===== src/design/vtvp_pkg.sv =====
`default_nettype none
// ----------------------------------------------------------------------------
// vtvp_pkg: shared definitions for the video timing and VRAM port
// Command codes, register addresses, status bits and default timing values.
// ----------------------------------------------------------------------------
package vtvp_pkg;

   // Command codes carried by one beat on the request channel.
   localparam logic [1:0] CMD_TICK  = 2'd0;
   localparam logic [1:0] CMD_WRITE = 2'd1;
   localparam logic [1:0] CMD_READ  = 2'd2;

   // Default timing, in dots and lines.
   localparam int DOTS_PER_LINE_DEF   = 340;
   localparam int VBLANK_LINE_DEF     = 225;
   localparam int LINES_PER_FRAME_DEF = 260;

   localparam int CNT_W   = 9;
   localparam int WADDR_W = 15;
   localparam int PAL_W   = 9;

   // Register addresses.
   localparam logic [15:0] ADDR_PORT_CTRL = 16'h2115;
   localparam logic [15:0] ADDR_WADDR_LO  = 16'h2116;
   localparam logic [15:0] ADDR_WADDR_HI  = 16'h2117;
   localparam logic [15:0] ADDR_VDATA_LO  = 16'h2118;
   localparam logic [15:0] ADDR_VDATA_HI  = 16'h2119;
   localparam logic [15:0] ADDR_PAL_ADDR  = 16'h2121;
   localparam logic [15:0] ADDR_PAL_DATA  = 16'h2122;
   localparam logic [15:0] ADDR_INT_EN    = 16'h4200;
   localparam logic [15:0] ADDR_VBL_STAT  = 16'h4210;
   localparam logic [15:0] ADDR_HV_STAT   = 16'h4212;

   // Status byte pieces.
   localparam logic [7:0] STAT_VBLANK   = 8'h80;
   localparam logic [7:0] STAT_HBLANK   = 8'h40;
   localparam logic [7:0] OPEN_BUS_MASK = 8'h70;

   // Horizontal blank window bounds.
   localparam logic [CNT_W-1:0] HBLANK_START = 9'h121;
   localparam logic [CNT_W-1:0] HBLANK_END   = 9'h015;

   // Address step choices.
   localparam logic [1:0] STEP_SEL_1  = 2'd0;
   localparam logic [1:0] STEP_SEL_32 = 2'd1;
   localparam logic [7:0] STEP_1      = 8'd1;
   localparam logic [7:0] STEP_32     = 8'd32;
   localparam logic [7:0] STEP_128    = 8'd128;

   // One result beat.
   typedef struct packed {
      logic [7:0]       read_data;
      logic             nmi_pulse;
      logic             frame_done;
      logic             vram_we;
      logic [15:0]      vram_byte_addr;
      logic             cgram_we;
      logic [PAL_W-1:0] cgram_byte_addr;
      logic [7:0]       mem_wdata;
   } rsp_type;

endpackage
`default_nettype wire


===== src/design/video_timing_and_vram_port.sv =====
`default_nettype none
// ----------------------------------------------------------------------------
// video_timing_and_vram_port: dot/line timing with a VRAM and palette bus port
// Counts dots and lines, flags vertical blank, serves the status reads and
// turns data-register writes into byte writes for external video memories.
// ----------------------------------------------------------------------------
// Usage
// Each request beat is a dot tick, a bus write or a bus read (req_cmd), with
// a register address and a write byte. Every request beat yields exactly one
// response beat, in order, carrying the status byte of a read, the frame and
// interrupt pulses of a tick, and at most one byte write towards VRAM or
// CGRAM.
// An accepted beat is registered in the main response register, or in the
// skid register while that one is held. Throughput is one beat per cycle
// while req_stall is low; all work is a few compares and adds (up to 15 bits)
// between the counter registers and the response register. The response side
// has a main register and a skid register, so a request is still taken while
// one finished response waits; req_stall rises only when both are full, and
// comes straight from a register. Reset (synchronous, active high) clears the
// counters, flags and addresses, sets the address step to one and empties both
// response registers. While rsp_stall is high the port response holds steady.
// ----------------------------------------------------------------------------
module video_timing_and_vram_port #(
   parameter int DOTS_PER_LINE   = vtvp_pkg::DOTS_PER_LINE_DEF,
   parameter int VBLANK_LINE     = vtvp_pkg::VBLANK_LINE_DEF,
   parameter int LINES_PER_FRAME = vtvp_pkg::LINES_PER_FRAME_DEF
) (
   input  wire logic        clock,
   input  wire logic        reset,
   input  wire logic        req_valid,
   output logic             req_stall,
   input  wire logic [1:0]  req_cmd,
   input  wire logic [15:0] req_bus_addr,
   input  wire logic [7:0]  req_wdata,
   output logic             rsp_valid,
   input  wire logic        rsp_stall,
   output logic [7:0]       rsp_read_data,
   output logic             rsp_nmi_pulse,
   output logic             rsp_frame_done,
   output logic             rsp_vram_we,
   output logic [15:0]      rsp_vram_byte_addr,
   output logic             rsp_cgram_we,
   output logic [8:0]       rsp_cgram_byte_addr,
   output logic [7:0]       rsp_mem_wdata
);

   localparam int CW = vtvp_pkg::CNT_W;
   localparam int AW = vtvp_pkg::WADDR_W;
   localparam int PW = vtvp_pkg::PAL_W;

   localparam logic [CW-1:0] DOTS_C   = CW'(DOTS_PER_LINE);
   localparam logic [CW-1:0] VBLANK_C = CW'(VBLANK_LINE);
   localparam logic [CW-1:0] LINES_C  = CW'(LINES_PER_FRAME);

   // Architectural state.
   logic [CW-1:0] dot_count_ff, dot_count_in;
   logic [CW-1:0] line_count_ff, line_count_in;
   logic          vblank_flag_ff, vblank_flag_in;
   logic          nmi_enable_ff, nmi_enable_in;
   logic [AW-1:0] vram_word_addr_ff, vram_word_addr_in;
   logic [7:0]    step_size_ff, step_size_in;
   logic          step_on_high_ff, step_on_high_in;
   logic [PW-1:0] palette_addr_ff, palette_addr_in;

   // Response registers: main stage and skid stage.
   vtvp_pkg::rsp_type rsp_ff, skid_ff, rsp_in;
   logic              rsp_valid_ff, skid_valid_ff;

   logic          accept;
   logic          take;
   logic          dot_wrap;
   logic [CW-1:0] line_next;
   logic [AW-1:0] vram_addr_stepped;

   // A request is taken whenever the skid stage is free.
   assign accept    = req_valid && !skid_valid_ff;
   assign take      = rsp_valid_ff && !rsp_stall;
   assign req_stall = skid_valid_ff;

   assign dot_wrap          = (dot_count_ff == DOTS_C);
   assign line_next         = line_count_ff + CW'(1);
   assign vram_addr_stepped = vram_word_addr_ff + AW'(step_size_ff);

   // Work out the response and the next state for the beat on the port.
   always_comb begin
      dot_count_in      = dot_count_ff;
      line_count_in     = line_count_ff;
      vblank_flag_in    = vblank_flag_ff;
      nmi_enable_in     = nmi_enable_ff;
      vram_word_addr_in = vram_word_addr_ff;
      step_size_in      = step_size_ff;
      step_on_high_in   = step_on_high_ff;
      palette_addr_in   = palette_addr_ff;
      rsp_in            = '0;

      case (req_cmd)
         vtvp_pkg::CMD_TICK: begin
            // At the end of a line the dot count restarts and the line moves
            // on; entering the vblank line raises the flag, the frame pulse and,
            // if enabled, the interrupt pulse; reaching the frame length wraps
            // back to line zero. When both lines coincide the flag is set and
            // cleared in the same tick, but the pulses still go out.
            if (dot_wrap) begin
               line_count_in = line_next;
               if (line_next == VBLANK_C) begin
                  vblank_flag_in    = 1'b1;
                  rsp_in.frame_done = 1'b1;
                  rsp_in.nmi_pulse  = nmi_enable_ff;
               end
               if (line_next == LINES_C) begin
                  vblank_flag_in = 1'b0;
                  line_count_in  = '0;
               end
            end
            dot_count_in = (dot_wrap ? CW'(0) : dot_count_ff) + CW'(1);
         end
         vtvp_pkg::CMD_WRITE: begin
            case (req_bus_addr)
               vtvp_pkg::ADDR_PORT_CTRL: begin
                  case (req_wdata[1:0])
                     vtvp_pkg::STEP_SEL_1:  step_size_in = vtvp_pkg::STEP_1;
                     vtvp_pkg::STEP_SEL_32: step_size_in = vtvp_pkg::STEP_32;
                     default:               step_size_in = vtvp_pkg::STEP_128;
                  endcase
                  step_on_high_in = req_wdata[7];
               end
               vtvp_pkg::ADDR_WADDR_LO: begin
                  vram_word_addr_in = {vram_word_addr_ff[AW-1:8], req_wdata};
               end
               vtvp_pkg::ADDR_WADDR_HI: begin
                  vram_word_addr_in = {req_wdata[6:0], vram_word_addr_ff[7:0]};
               end
               vtvp_pkg::ADDR_VDATA_LO: begin
                  rsp_in.vram_we        = 1'b1;
                  rsp_in.vram_byte_addr = {vram_word_addr_ff, 1'b0};
                  rsp_in.mem_wdata      = req_wdata;
                  if (!step_on_high_ff) begin
                     vram_word_addr_in = vram_addr_stepped;
                  end
               end
               vtvp_pkg::ADDR_VDATA_HI: begin
                  rsp_in.vram_we        = 1'b1;
                  rsp_in.vram_byte_addr = {vram_word_addr_ff, 1'b1};
                  rsp_in.mem_wdata      = req_wdata;
                  if (step_on_high_ff) begin
                     vram_word_addr_in = vram_addr_stepped;
                  end
               end
               vtvp_pkg::ADDR_PAL_ADDR: begin
                  palette_addr_in = {req_wdata, 1'b0};
               end
               vtvp_pkg::ADDR_PAL_DATA: begin
                  rsp_in.cgram_we        = 1'b1;
                  rsp_in.cgram_byte_addr = palette_addr_ff;
                  rsp_in.mem_wdata       = req_wdata;
                  palette_addr_in        = palette_addr_ff + PW'(1);
               end
               vtvp_pkg::ADDR_INT_EN: begin
                  nmi_enable_in = req_wdata[7];
               end
               default: begin
               end
            endcase
         end
         vtvp_pkg::CMD_READ: begin
            case (req_bus_addr)
               vtvp_pkg::ADDR_VBL_STAT: begin
                  // The open-bus bits come from the high byte of the address.
                  rsp_in.read_data = (vblank_flag_ff ? vtvp_pkg::STAT_VBLANK : 8'h00)
                                   | (vtvp_pkg::ADDR_VBL_STAT[15:8]
                                      & vtvp_pkg::OPEN_BUS_MASK);
               end
               vtvp_pkg::ADDR_HV_STAT: begin
                  rsp_in.read_data =
                     ((line_count_ff >= VBLANK_C) ? vtvp_pkg::STAT_VBLANK : 8'h00)
                   | (((dot_count_ff >= vtvp_pkg::HBLANK_START)
                       || (dot_count_ff <= vtvp_pkg::HBLANK_END))
                      ? vtvp_pkg::STAT_HBLANK : 8'h00);
               end
               default: begin
               end
            endcase
         end
         default: begin
         end
      endcase
   end

   // State registers move only on an accepted beat.
   always_ff @(posedge clock) begin
      if (reset) begin
         dot_count_ff      <= '0;
         line_count_ff     <= '0;
         vblank_flag_ff    <= 1'b0;
         nmi_enable_ff     <= 1'b0;
         vram_word_addr_ff <= '0;
         step_size_ff      <= vtvp_pkg::STEP_1;
         step_on_high_ff   <= 1'b0;
         palette_addr_ff   <= '0;
      end else if (accept) begin
         dot_count_ff      <= dot_count_in;
         line_count_ff     <= line_count_in;
         vblank_flag_ff    <= vblank_flag_in;
         nmi_enable_ff     <= nmi_enable_in;
         vram_word_addr_ff <= vram_word_addr_in;
         step_size_ff      <= step_size_in;
         step_on_high_ff   <= step_on_high_in;
         palette_addr_ff   <= palette_addr_in;
      end
   end

   // Response valid flags. The skid stage only fills while the main stage
   // is held, and drains into the main stage as soon as that one is free.
   always_ff @(posedge clock) begin
      if (reset) begin
         rsp_valid_ff  <= 1'b0;
         skid_valid_ff <= 1'b0;
      end else if (!rsp_valid_ff || take) begin
         rsp_valid_ff  <= skid_valid_ff || accept;
         skid_valid_ff <= 1'b0;
      end else if (accept) begin
         skid_valid_ff <= 1'b1;
      end
   end

   // Response payload, no reset needed.
   always_ff @(posedge clock) begin
      if (!rsp_valid_ff || take) begin
         if (skid_valid_ff) begin
            rsp_ff <= skid_ff;
         end else if (accept) begin
            rsp_ff <= rsp_in;
         end
      end else if (accept) begin
         skid_ff <= rsp_in;
      end
   end

   assign rsp_valid           = rsp_valid_ff;
   assign rsp_read_data       = rsp_ff.read_data;
   assign rsp_nmi_pulse       = rsp_ff.nmi_pulse;
   assign rsp_frame_done      = rsp_ff.frame_done;
   assign rsp_vram_we         = rsp_ff.vram_we;
   assign rsp_vram_byte_addr  = rsp_ff.vram_byte_addr;
   assign rsp_cgram_we        = rsp_ff.cgram_we;
   assign rsp_cgram_byte_addr = rsp_ff.cgram_byte_addr;
   assign rsp_mem_wdata       = rsp_ff.mem_wdata;

   // The skid stage is never full while the main stage is empty.
   a_skid_order: assert property (@(posedge clock) disable iff (reset)
      skid_valid_ff |-> rsp_valid_ff)
      else $error("skid stage full while main stage is empty");

   // An interrupt pulse only goes out together with the frame pulse.
   a_nmi_with_frame: assert property (@(posedge clock) disable iff (reset)
      (rsp_valid_ff && rsp_ff.nmi_pulse) |-> rsp_ff.frame_done)
      else $error("interrupt pulse without frame pulse");

   // One beat writes at most one of the two memories.
   a_one_write: assert property (@(posedge clock) disable iff (reset)
      rsp_valid_ff |-> !(rsp_ff.vram_we && rsp_ff.cgram_we))
      else $error("both memory write enables set");

   // The line counter stays inside the frame and the dot counter inside the line.
   a_counters: assert property (@(posedge clock) disable iff (reset)
      accept |=> (line_count_ff < LINES_C) && (dot_count_ff <= DOTS_C))
      else $error("timing counter out of range");

endmodule
`default_nettype wire


===== config.mk =====
export PLATFORM = sky130hd
export DESIGN_NAME = video_timing_and_vram_port
export DESIGN_NICKNAME = d
export VERILOG_FILES = /design/src/design/vtvp_pkg.sv /design/src/design/video_timing_and_vram_port.sv
export SDC_FILE = /design/constraint.sdc
export NUM_CORES = 1
export LEC_CHECK = 0
export ABC_AREA = 1
export BUFFER_PORTS_ARGS = -buffer_cell sky130_fd_sc_hd__buf_2
export CORE_MARGIN = 2
export CORE_UTILIZATION = 60
export DETAILED_ROUTE_END_ITERATION = 16
export HOLD_SLACK_MARGIN = 0.02
export PLACE_DENSITY_LB_ADDON = 0.2
export RECOVER_POWER = 25
export SLEW_MARGIN = 10
export SYNTH_ARGS = -nofsm -noshare
export SYNTH_HDL_FRONTEND = slang
export SYNTH_SLANG_ARGS = --single-unit

===== constraint.sdc =====
create_clock -name clock -period 5.1 [get_ports clock]
set_clock_uncertainty 0.15 [all_clocks]
set_input_delay 1.02 -clock clock [delete_from_list [all_inputs] [get_ports clock]]
set_output_delay 1.02 -clock clock [all_outputs]
set_load 0.01 [all_outputs]

==> results of run 1 <==
critical path, delay by kind of cell:
kind	cells	cell delay, ps
buffers and inverters	1	100
and+or+nand+nor	9	2290
sequential cells by signal (all words and copies together) (netlist names):
signal and count:
req_stall 1, palette_addr_ff 9, rsp_cgram_byte_addr 9, vram_word_addr_ff 15
rsp_vram_byte_addr 16, rsp_valid 1, rsp_read_data 2, skid_ff 39
step_size_ff 3, rsp_mem_wdata 8, rsp_frame_done 1, rsp_cgram_we 1
step_on_high_ff 1, rsp_nmi_pulse 1, line_count_ff 9, nmi_enable_ff 1
vblank_flag_ff 1, rsp_vram_we 1, dot_count_ff 9
cells in the final DEF, fill, tap and decap left out, types with 3 or more instances in the layout:
cell / instances
ha_1: 10
nand2_4: 3
a21oi_1: 37
nand3_2: 3
edfxtp_1: 78
buf_4: 3
nand3_4: 3
conb_1: 6
buf_2: 29
nand3b_1: 3
o21a_1: 5
xor2_1: 6
nor2_2: 14
inv_1: 91
o21ai_0: 41
clkinv_2: 8
nand4_1: 14
inv_2: 4
o211ai_1: 3
nand2_1: 262
nor2_1: 109
nor2_4: 10
nor3_1: 25
clkbuf_16: 17
nand3_1: 64
clkbuf_1: 43
dfxtp_1: 50
routing by layer:
layer,share of wire [%],track usage (%)
met1,44,34.2
met2,47,43.4
met3,5.7,6.07
met4,2.3,11.3
met5,0,0
final cells by class:
type	instances	share of cell area, %
inverter	96	4.63
multi-input combinational	633	39.0
sequential	128	43.0
clock inverter	12	1.22
clock buffer	20	5.74
tap	143	2.30
timing repair buffer	73	4.13
through the flow:
stage               power (W)  hold WS, ps
finish                0.00235          306
global route          0.00242          324
CTS                   0.00237          304
detailed placement    0.00126          290
global placement      0.00126          287
floorplan             0.00121          276
path summary, 6_finish.rpt:
check	to	cells after the start
hold / removal	vblank_flag_ff	2
setup / recovery	rsp_cgram_byte_addr[0]	10
hold reg to reg	vblank_flag_ff	2
setup reg to reg	line_count_ff[3]	7
power groups by stage:
stage	combinational [W]	sequential, W	clock, W
after CTS	0.000113	0.00113	0.00112
after global routing	0.000119	0.00113	0.00117
after detailed placement	0.000113	0.00115	0
after floorplan	0.0000525	0.00116	0
final	0.000108	0.00113	0.00111
after global placement	0.000111	0.00115	0
cells by family (layout without fill, tap and decap cells):
logic type | after synthesis | after routing | synth area share (%)
simple gates | 519 | 519 | 33.8
buf+inv | 130 | 201 | 8.01
flops | 128 | 128 | 48.4
compound gates | 92 | 92 | 7.11
fa+ha+maj | 10 | 10 | 1.81
xor+xnor | 6 | 6 | 0.762
other cells | 1 | 6 | 0.0543
==> impl_metrics.ini, run 1 <==
[outcome]
status = finished, final reports clean

[clocking]
cts_tree = done
htree_levels = 4
clkSinkCount = 128
cts_inserted_buffers = 17
post_cts.repair.setup_buffers = 0
cts_buffer_depth = 2
cts-resized-gates = 0
clock-root-buffer = clkbuf_16
hold_buffers = 0
clkLatencyLatePin_ps = 410
clkTransAtPathRegs_ps = 60

[sta]
fmax_ghz = 0.305
slew_viol_final = 0
tns_ps = 0
slew_headroom_pct = 29.4
setup_violations = 0
finalHoldViolCount = 0
rsz0062_at_grt = false
min_period_over_period_pct = 64.3
tightest_slew_ps = 1060
layout_setup_ws_ps = 1820
fin_crit_ps = 3280

[hold_path]
hp-start = vblank_flag_ff
min_path_type = reg -> reg

[route]
firstDrtPassIters = 7
wire_per_inst_um = 14.5
route.antenna.remaining_nets = 0
num_vias = 5988
drtIter0Drc = 363
via_per_inst = 5.42
routed_wirelength_mm = 16.0
post-route-drc-count = 0

[layout]
drive_above_1_share_pct = 11.0
fin_util_pct = 68.7
fin_nets = 989
fin_cells = 1105
multiInputGateArea_sq_um = 3040
final_cell_area_sq_um = 7780
areaGrowthSynthToFinish_pct = 12.8
regArea_sq_um = 3340
fillers = 963
n_antenna_cell = 0

[setup_path]
crit_top_cell = nand2_1
end_kind = flip-flop
arrival_ps = 3410
start_kind = input pin
critPathRequiredTime_ps = 5230
path_cells = buf_2, nor2_1, nand2_1, nor2_1, nand2_1, nor2_2, nand2_1, nor2_1, nand2_1, nand2_1
rr_startpoint = req_stall
reg2reg_slack_ps = 2420
crit_type = in -> reg
critical-path-slowest-cell = nor2_1
crit_path_start = req_bus_addr[11]
crit_fanout = 12
max_stage_delay_ps = 630

[placed_design]
pre_cts_ws_ps = 1700
place_inst = 1073
routabilityCongestion = 0.946
dpl_cell_area_sq_um = 7300
portBuffers = 70
hpwl_mm = 11.0

[power_and_ir_drop]
seqPwrFrac_pct = 48.0
vdd_drop_max_v = 0.000238
p_int_w = 0.00182
p_switching_w = 0.000528
clkPwrFrac_pct = 47.4
leakagePower_nw = 3.22
switching_share_pct = 22.5
powerDensity_nw_per_um2 = 302
power.share.combinational_pct = 4.6

[logic_synthesis]
synth_cell_type_count = 37
synth_most_common_cell = nand2_1
syn-mean-instance-area_sq_um = 7.79
yosys-top-cells-count = 262 x nand2_1, 108 x nor2_1, 91 x inv_1
async_flop_share_pct = 0
synth_edf_count = 78
mappedNetlistArea_sq_um = 6900
synth_top_area_share_pct = 33.9
yosysWarningCount = 0
yosysTopAreaCell = edfxtp_1
netlist_instances = 886
ys_seq_area_share_pct = 48.4
ys_ff_latch = 128
yosys_most_used_dff = edfxtp_1
synthTopCellsByArea = edfxtp_1 34%, dfxtp_1 15%, nand2_1 14%, nor2_1 5.9%, inv_1 5.0%

[floorplan]
io-pin-count = 77
start_util_pct = 61.0
fp.dieW_um = 111
placementRows = 39
fp.dieArea_sq_um = 12400
core_area_sq_um = 11300
die_y_um = 111

[grt]
antenna_found_initial = 0
grt_pass1_vias = 5571
grt_max_degree = 51
grt_pass1_wl_mm = 26.3
grtUsageTotal_pct = 26.6
grt_overflow = 0

[flow_run]
max-cap-violations = 0
Power figures use the tool's default switching activity.
==> run 2, diff against run 1 <==
--- a/config.mk
+++ b/config.mk
@@ -8,7 +8,7 @@
 export ABC_AREA = 1
 export BUFFER_PORTS_ARGS = -buffer_cell sky130_fd_sc_hd__buf_2
 export CORE_MARGIN = 2
-export CORE_UTILIZATION = 60
+export CORE_UTILIZATION = 53
 export DETAILED_ROUTE_END_ITERATION = 16
 export HOLD_SLACK_MARGIN = 0.02
 export PLACE_DENSITY_LB_ADDON = 0.2
==> constraint.sdc (replaced) <==
create_clock -name clock -period 2.8 [get_ports clock]
set_clock_uncertainty 0.15 [all_clocks]
set_input_delay 0.56 -clock clock [delete_from_list [all_inputs] [get_ports clock]]
set_output_delay 0.56 -clock clock [all_outputs]
set_load 0.01 [all_outputs]
==> run 2 against run 1 <==
  * Sequential cell count is the same
  * Combinational power increased by 89%
  * Sequential power rose by 82%
  * Critical path type unchanged
  * Clock-buffer cell count decreased by 1
  * Worst hold slack got worse by 19 ps
  * Highest routed layer unchanged
  * Clock power grew 110%
  * Sequential share of layout area is 1.1 points lower
  * Setup slack got worse by 1300 ps
  * Utilization fell by 5.8 points
  * Die area up 13%
  * Non-clock buffer count is 7 higher
  * Register-to-register slack worse by 1800 ps
==> impl_metrics.ini, run 2 (synthesized netlist as in run 1, its figures left out) <==
[outcome]
status = finished, final reports clean

[setup_path]
max_stage_delay_ps = 430
crit_fanout = 17
arrival_ps = 2400
path_cells = buf_2, nor2_1, nand2_1, nor2_2, nand3_2, nand2_4, nand2_4, nor2_1, nand2_1, nand2_1
critical-path-slowest-cell = nor2_2
reg2reg_depth = 9
crit_type = in -> reg
critPathRequiredTime_ps = 2940
rr_startpoint = req_stall
reg2reg_slack_ps = 640
crit_top_cell = nand2_1
end_kind = flip-flop
r2r-end = vblank_flag_ff
start_kind = input pin

[route]
post-route-drc-count = 0
routed_wirelength_mm = 15.8
num_vias = 5817
route.antenna.remaining_nets = 0
drtIter0Drc = 526
firstDrtPassIters = 5
via_per_inst = 5.10
wire_per_inst_um = 13.8

[floorplan]
core_area_sq_um = 12700
fp.dieW_um = 118
placementRows = 41
die_y_um = 118
fp.dieArea_sq_um = 13900
io-pin-count = 77
start_util_pct = 54.5

[layout]
drive_above_1_share_pct = 11.8
fillers = 1198
regArea_sq_um = 3340
final_cell_mix = 262 x nand2_1, 109 x nor2_1, 93 x inv_1
fin_nets = 996
largest_reg_flops = 39
largest-register = skid_ff
areaGrowthSynthToFinish_pct = 15.6
final_common_cell = nand2_1
multiInputGateArea_sq_um = 3030
n_antenna_cell = 0

[sta]
slew_headroom_pct = 36.0
min_period_over_period_pct = 80.8
slew_viol_final = 0
tns_ps = 0
setup_violations = 0
fmax_ghz = 0.442
fin_crit_ps = 2260
finalHoldViolCount = 0
rsz0062_at_grt = false
holdWs_ps = 287
tightest_slew_ps = 956

[grt]
antenna_found_initial = 0
grt_pass1_wl_mm = 25.7
grtUsageTotal_pct = 23.1
grt_pass1_vias = 5278
grt_overflow = 0
grt_max_degree = 40

[clocking]
hold_buffers = 0
clkTransAtPathRegs_ps = 60
clkLatencyLatePin_ps = 420
cts-resized-gates = 0
cts_inserted_buffers = 17
clkSinkCount = 128
post_cts.repair.setup_buffers = 0
htree_levels = 4
clock-root-buffer = clkbuf_16
cts_tree = done
cts_buffer_depth = 2

[placed_design]
routabilityCongestion = 0.909
hpwl_mm = 10.7
portBuffers = 70

[hold_path]
hold_path_end = step_size_ff[5]
holdPathStages = 3
hp-start = req_wdata[0]
min_path_type = in -> reg

[flow_run]
max-cap-violations = 0

[power_and_ir_drop]
powerDensity_nw_per_um2 = 578
leakagePower_nw = 3.31
vdd_drop_max_v = 0.000332
## run 2: cell types whose count changed in the layout (fill, tap and decap cells not counted), moves of 3 or more
cell and delta:
buf_2 +6, buf_4 +5, bufinv_16 +4, clkbuf_1 -6, clkinv_1 +3, clkinv_2 -5
## run 2: per-stage QoR
| stage | cells | total power [W] | util, % | worst slack (ps) | cell area [sq um] |
|---|---|---|---|---|---|
| floorplan | 891 | 0.00221 | - | 351 | 6930 |
| global placement | 1109 | 0.00231 | 58.5 | 229 | 7410 |
| detailed placement | 1109 | 0.00231 | 58.5 | 128 | 7410 |
| CTS | 1141 | 0.00464 | 63.4 | 536 | 8040 |
| global route | 1141 | 0.00474 | 63.0 | 321 | 7980 |
| finish | 1141 | 0.00461 | 63.0 | 537 | 7980 |
## run 2: layout make-up
type	instances	share of cell area (%)
flip-flops and latches	128	41.9
repair buffers	80	5.10
well taps	172	2.70
inverters	96	4.52
clock inverters	13	2.42
multi-input cells	633	37.9
clock buffers	19	5.43
## run 2: critical path: cells and delay by family
kind | cells | cell delay, ps
buffers and inverters | 1 | 100
and+or+nand+nor | 9 | 1720
## run 2: where the power goes
part           switching [W]  internal, W
combinational       0.000147    0.0000563
sequential         0.0000150      0.00204
clock               0.000788      0.00156
## run 2: metal layers
layer	global-route usage, %	share of wire [%]
met1	31.6	48
met2	36.6	46
met3	4.22	4.9
met4	8.58	1.6
met5	0	0
## run 2: worst max path at each step
stage                          start                     end  slack (ps)
floorplan                  req_stall  rsp_cgram_byte_addr[0]         350
global placement    req_bus_addr[11]   rsp_vram_byte_addr[2]         230
detailed placement  req_bus_addr[14]   rsp_vram_byte_addr[1]         130
CTS                 req_bus_addr[14]   rsp_vram_byte_addr[3]         540
global route        req_bus_addr[11]   rsp_vram_byte_addr[3]         320
finish              req_bus_addr[14]   rsp_vram_byte_addr[3]         540
==> run 3, diff against run 2 <==
==> constraint.sdc (replaced) <==
create_clock -name clock -period 1.8 [get_ports clock]
set_clock_uncertainty 0.15 [all_clocks]
set_input_delay 0.36 -clock clock [delete_from_list [all_inputs] [get_ports clock]]
set_output_delay 0.36 -clock clock [all_outputs]
set_load 0.01 [all_outputs]
==> run 3 against run 2 <==
  * Total power increased by 47%
  * Clock power is 37% higher
  * Sequential power up 55%
  * Die area is the same
  * Combinational power increased by 80%
  * Non-clock buffer count is 93 higher
  * Routed wire length is 9.0% higher
  * Highest routed layer unchanged
==> impl_metrics.ini, run 3 (synthesized netlist as in run 1, its figures left out) <==
[outcome]
status = finished, final reports clean

[setup_path]
cp-endpoint = vram_word_addr_ff[13]
crit_family = simple AND/OR/NAND/NOR gates
reg2reg_slack_ps = 2
crit_type = reg -> reg
crit_cells = 10
crit_fanout = 3
critical-path-slowest-cell = dfxtp_4
r2r-end = vram_word_addr_ff[13]
start_kind = flip-flop
rr_startpoint = step_size_ff[7]
max_stage_delay_ps = 350
crit_buf_inv = 1
end_kind = flip-flop
crit_top_cell = nor2_1
arrival_ps = 2010
reg2reg_depth = 10
critPathRequiredTime_ps = 2010
path_cells = ha_4, nand2_4, o21ai_4, buf_6, nand3_1, nand2_1, nor2_1, nor3_1, nor2_1, nor2_1
crit_path_start = step_size_ff[7]

[layout]
largest-register = skid_ff
areaGrowthSynthToFinish_pct = 30.5
fillers = 1036
multiInputGateArea_sq_um = 3360
final_common_cell = nand2_1
largest_reg_flops = 39
fin_nets = 1089
final_cell_mix = 243 x nand2_1, 95 x nor2_1, 90 x buf_4
regArea_sq_um = 3370
drive_above_1_share_pct = 25.6
final_cell_area_sq_um = 9010
n_antenna_cell = 0

[placed_design]
hpwl_mm = 11.3
portBuffers = 70
routabilityCongestion = 0.911
dpl_cell_area_sq_um = 8090
pre_cts_ws_ps = -283

[sta]
slew_viol_final = 0
finalHoldViolCount = 0
tns_ps = 0
layout_setup_ws_ps = 2.25
setup_violations = 0
rsz0062_at_grt = true
fmax_ghz = 0.556
fin_crit_ps = 1800
min_period_over_period_pct = 99.9

[grt]
grt_pass1_vias = 5752
grt_pass1_wl_mm = 27.5
grt_overflow = 0
grt_max_degree = 40
antenna_found_initial = 0
grtUsageTotal_pct = 24.7

[route]
firstDrtPassIters = 7
route.antenna.remaining_nets = 0
drtIter0Drc = 677
post-route-drc-count = 0
wire_per_inst_um = 13.9
via_per_inst = 5.14
num_vias = 6343
routed_wirelength_mm = 17.2

[clocking]
clkTransAtPathRegs_ps = 60
hold_buffers = 0
clkSinkCount = 128
cts_tree = done
htree_levels = 4
cts_inserted_buffers = 17
cts_buffer_depth = 2
clock-root-buffer = clkbuf_16
clkLatencyLatePin_ps = 420

[hold_path]
hp-start = req_wdata[0]
min_path_type = in -> reg

[floorplan]
core_area_sq_um = 12700
io-pin-count = 77
fp.dieArea_sq_um = 13900
placementRows = 41
fp.dieW_um = 118
die_y_um = 118
start_util_pct = 54.5

[power_and_ir_drop]
clkPwrFrac_pct = 47.5
powerDensity_nw_per_um2 = 751
seqPwrFrac_pct = 47.1
p_int_w = 0.00530
power.share.combinational_pct = 5.4
p_switching_w = 0.00147
leakagePower_nw = 3.84
vdd_drop_max_v = 0.000522
switching_share_pct = 21.7

[flow_run]
max-cap-violations = 0
## run 3: final cells by class
type | instances | area share, %
multi-input combinational | 633 | 37.3
clock buffer | 22 | 4.93
inverter | 96 | 4.06
sequential | 128 | 37.4
timing repair buffer | 173 | 12.8
clock inverter | 10 | 1.08
tap | 172 | 2.39
## run 3: worst min path at each step
stage / cells after the start / slack [ps] / to
6_report: 3 / 110 / step_size_ff[5]
2_1_floorplan: 2 / 280 / vblank_flag_ff
5_1_grt: 3 / 120 / step_size_ff[5]
4_1_cts: 3 / 100 / rsp_valid
3_3_place_gp: 2 / 290 / vblank_flag_ff
3_5_place_dp: 2 / 290 / vblank_flag_ff
## run 3: layer usage
layer / vias to the layer above / share of wire, % / track usage [%]
li1: 3201 / - / -
met1: 2888 / 43 / 32.4
met2: 211 / 48 / 40.5
met3: 43 / 6.0 / 4.60
met4: 0 / 2.5 / 9.64
met5: - / 0 / 0
## run 3: through the flow
step / hold WS [ps] / total power, W / util, % / instances
floorplan: 276 / 0.00344 / - / 891
global placement: 287 / 0.00363 / 63.8 / 1193
detailed placement: 286 / 0.00363 / 63.8 / 1193
CTS: 98.8 / 0.00682 / 68.8 / 1228
global route: 119 / 0.00697 / 71.1 / 1234
finish: 107 / 0.00677 / 71.1 / 1234
## run 3: power groups by stage
| stage | Clock, W | Sequential, W | Combinational, W |
|---|---|---|---|
| floorplan | 0 | 0.00329 | 0.000154 |
| CTS | 0.00325 | 0.00319 | 0.000383 |
| global placement | 0 | 0.00325 | 0.000377 |
| finish | 0.00321 | 0.00319 | 0.000367 |
| detailed placement | 0 | 0.00325 | 0.000381 |
| global route | 0.00338 | 0.00319 | 0.000401 |
## run 3: what timing repair did
action	CTS	global route
setup buffers	3	6
setup endpoints to repair	17	39
pin swaps	6	42
resized for setup	20	89
gates cloned	0	0
## run 3: worst reg2reg max path, stage by stage (launching register included)
cell and delay, ps:
dfxtp_4 350, ha_4 290, nand2_4 70, o21ai_4 180
buf_6 130, nand3_1 90, nand2_1 90, nor2_1 40
nor3_1 200, nor2_1 80, nor2_1 80
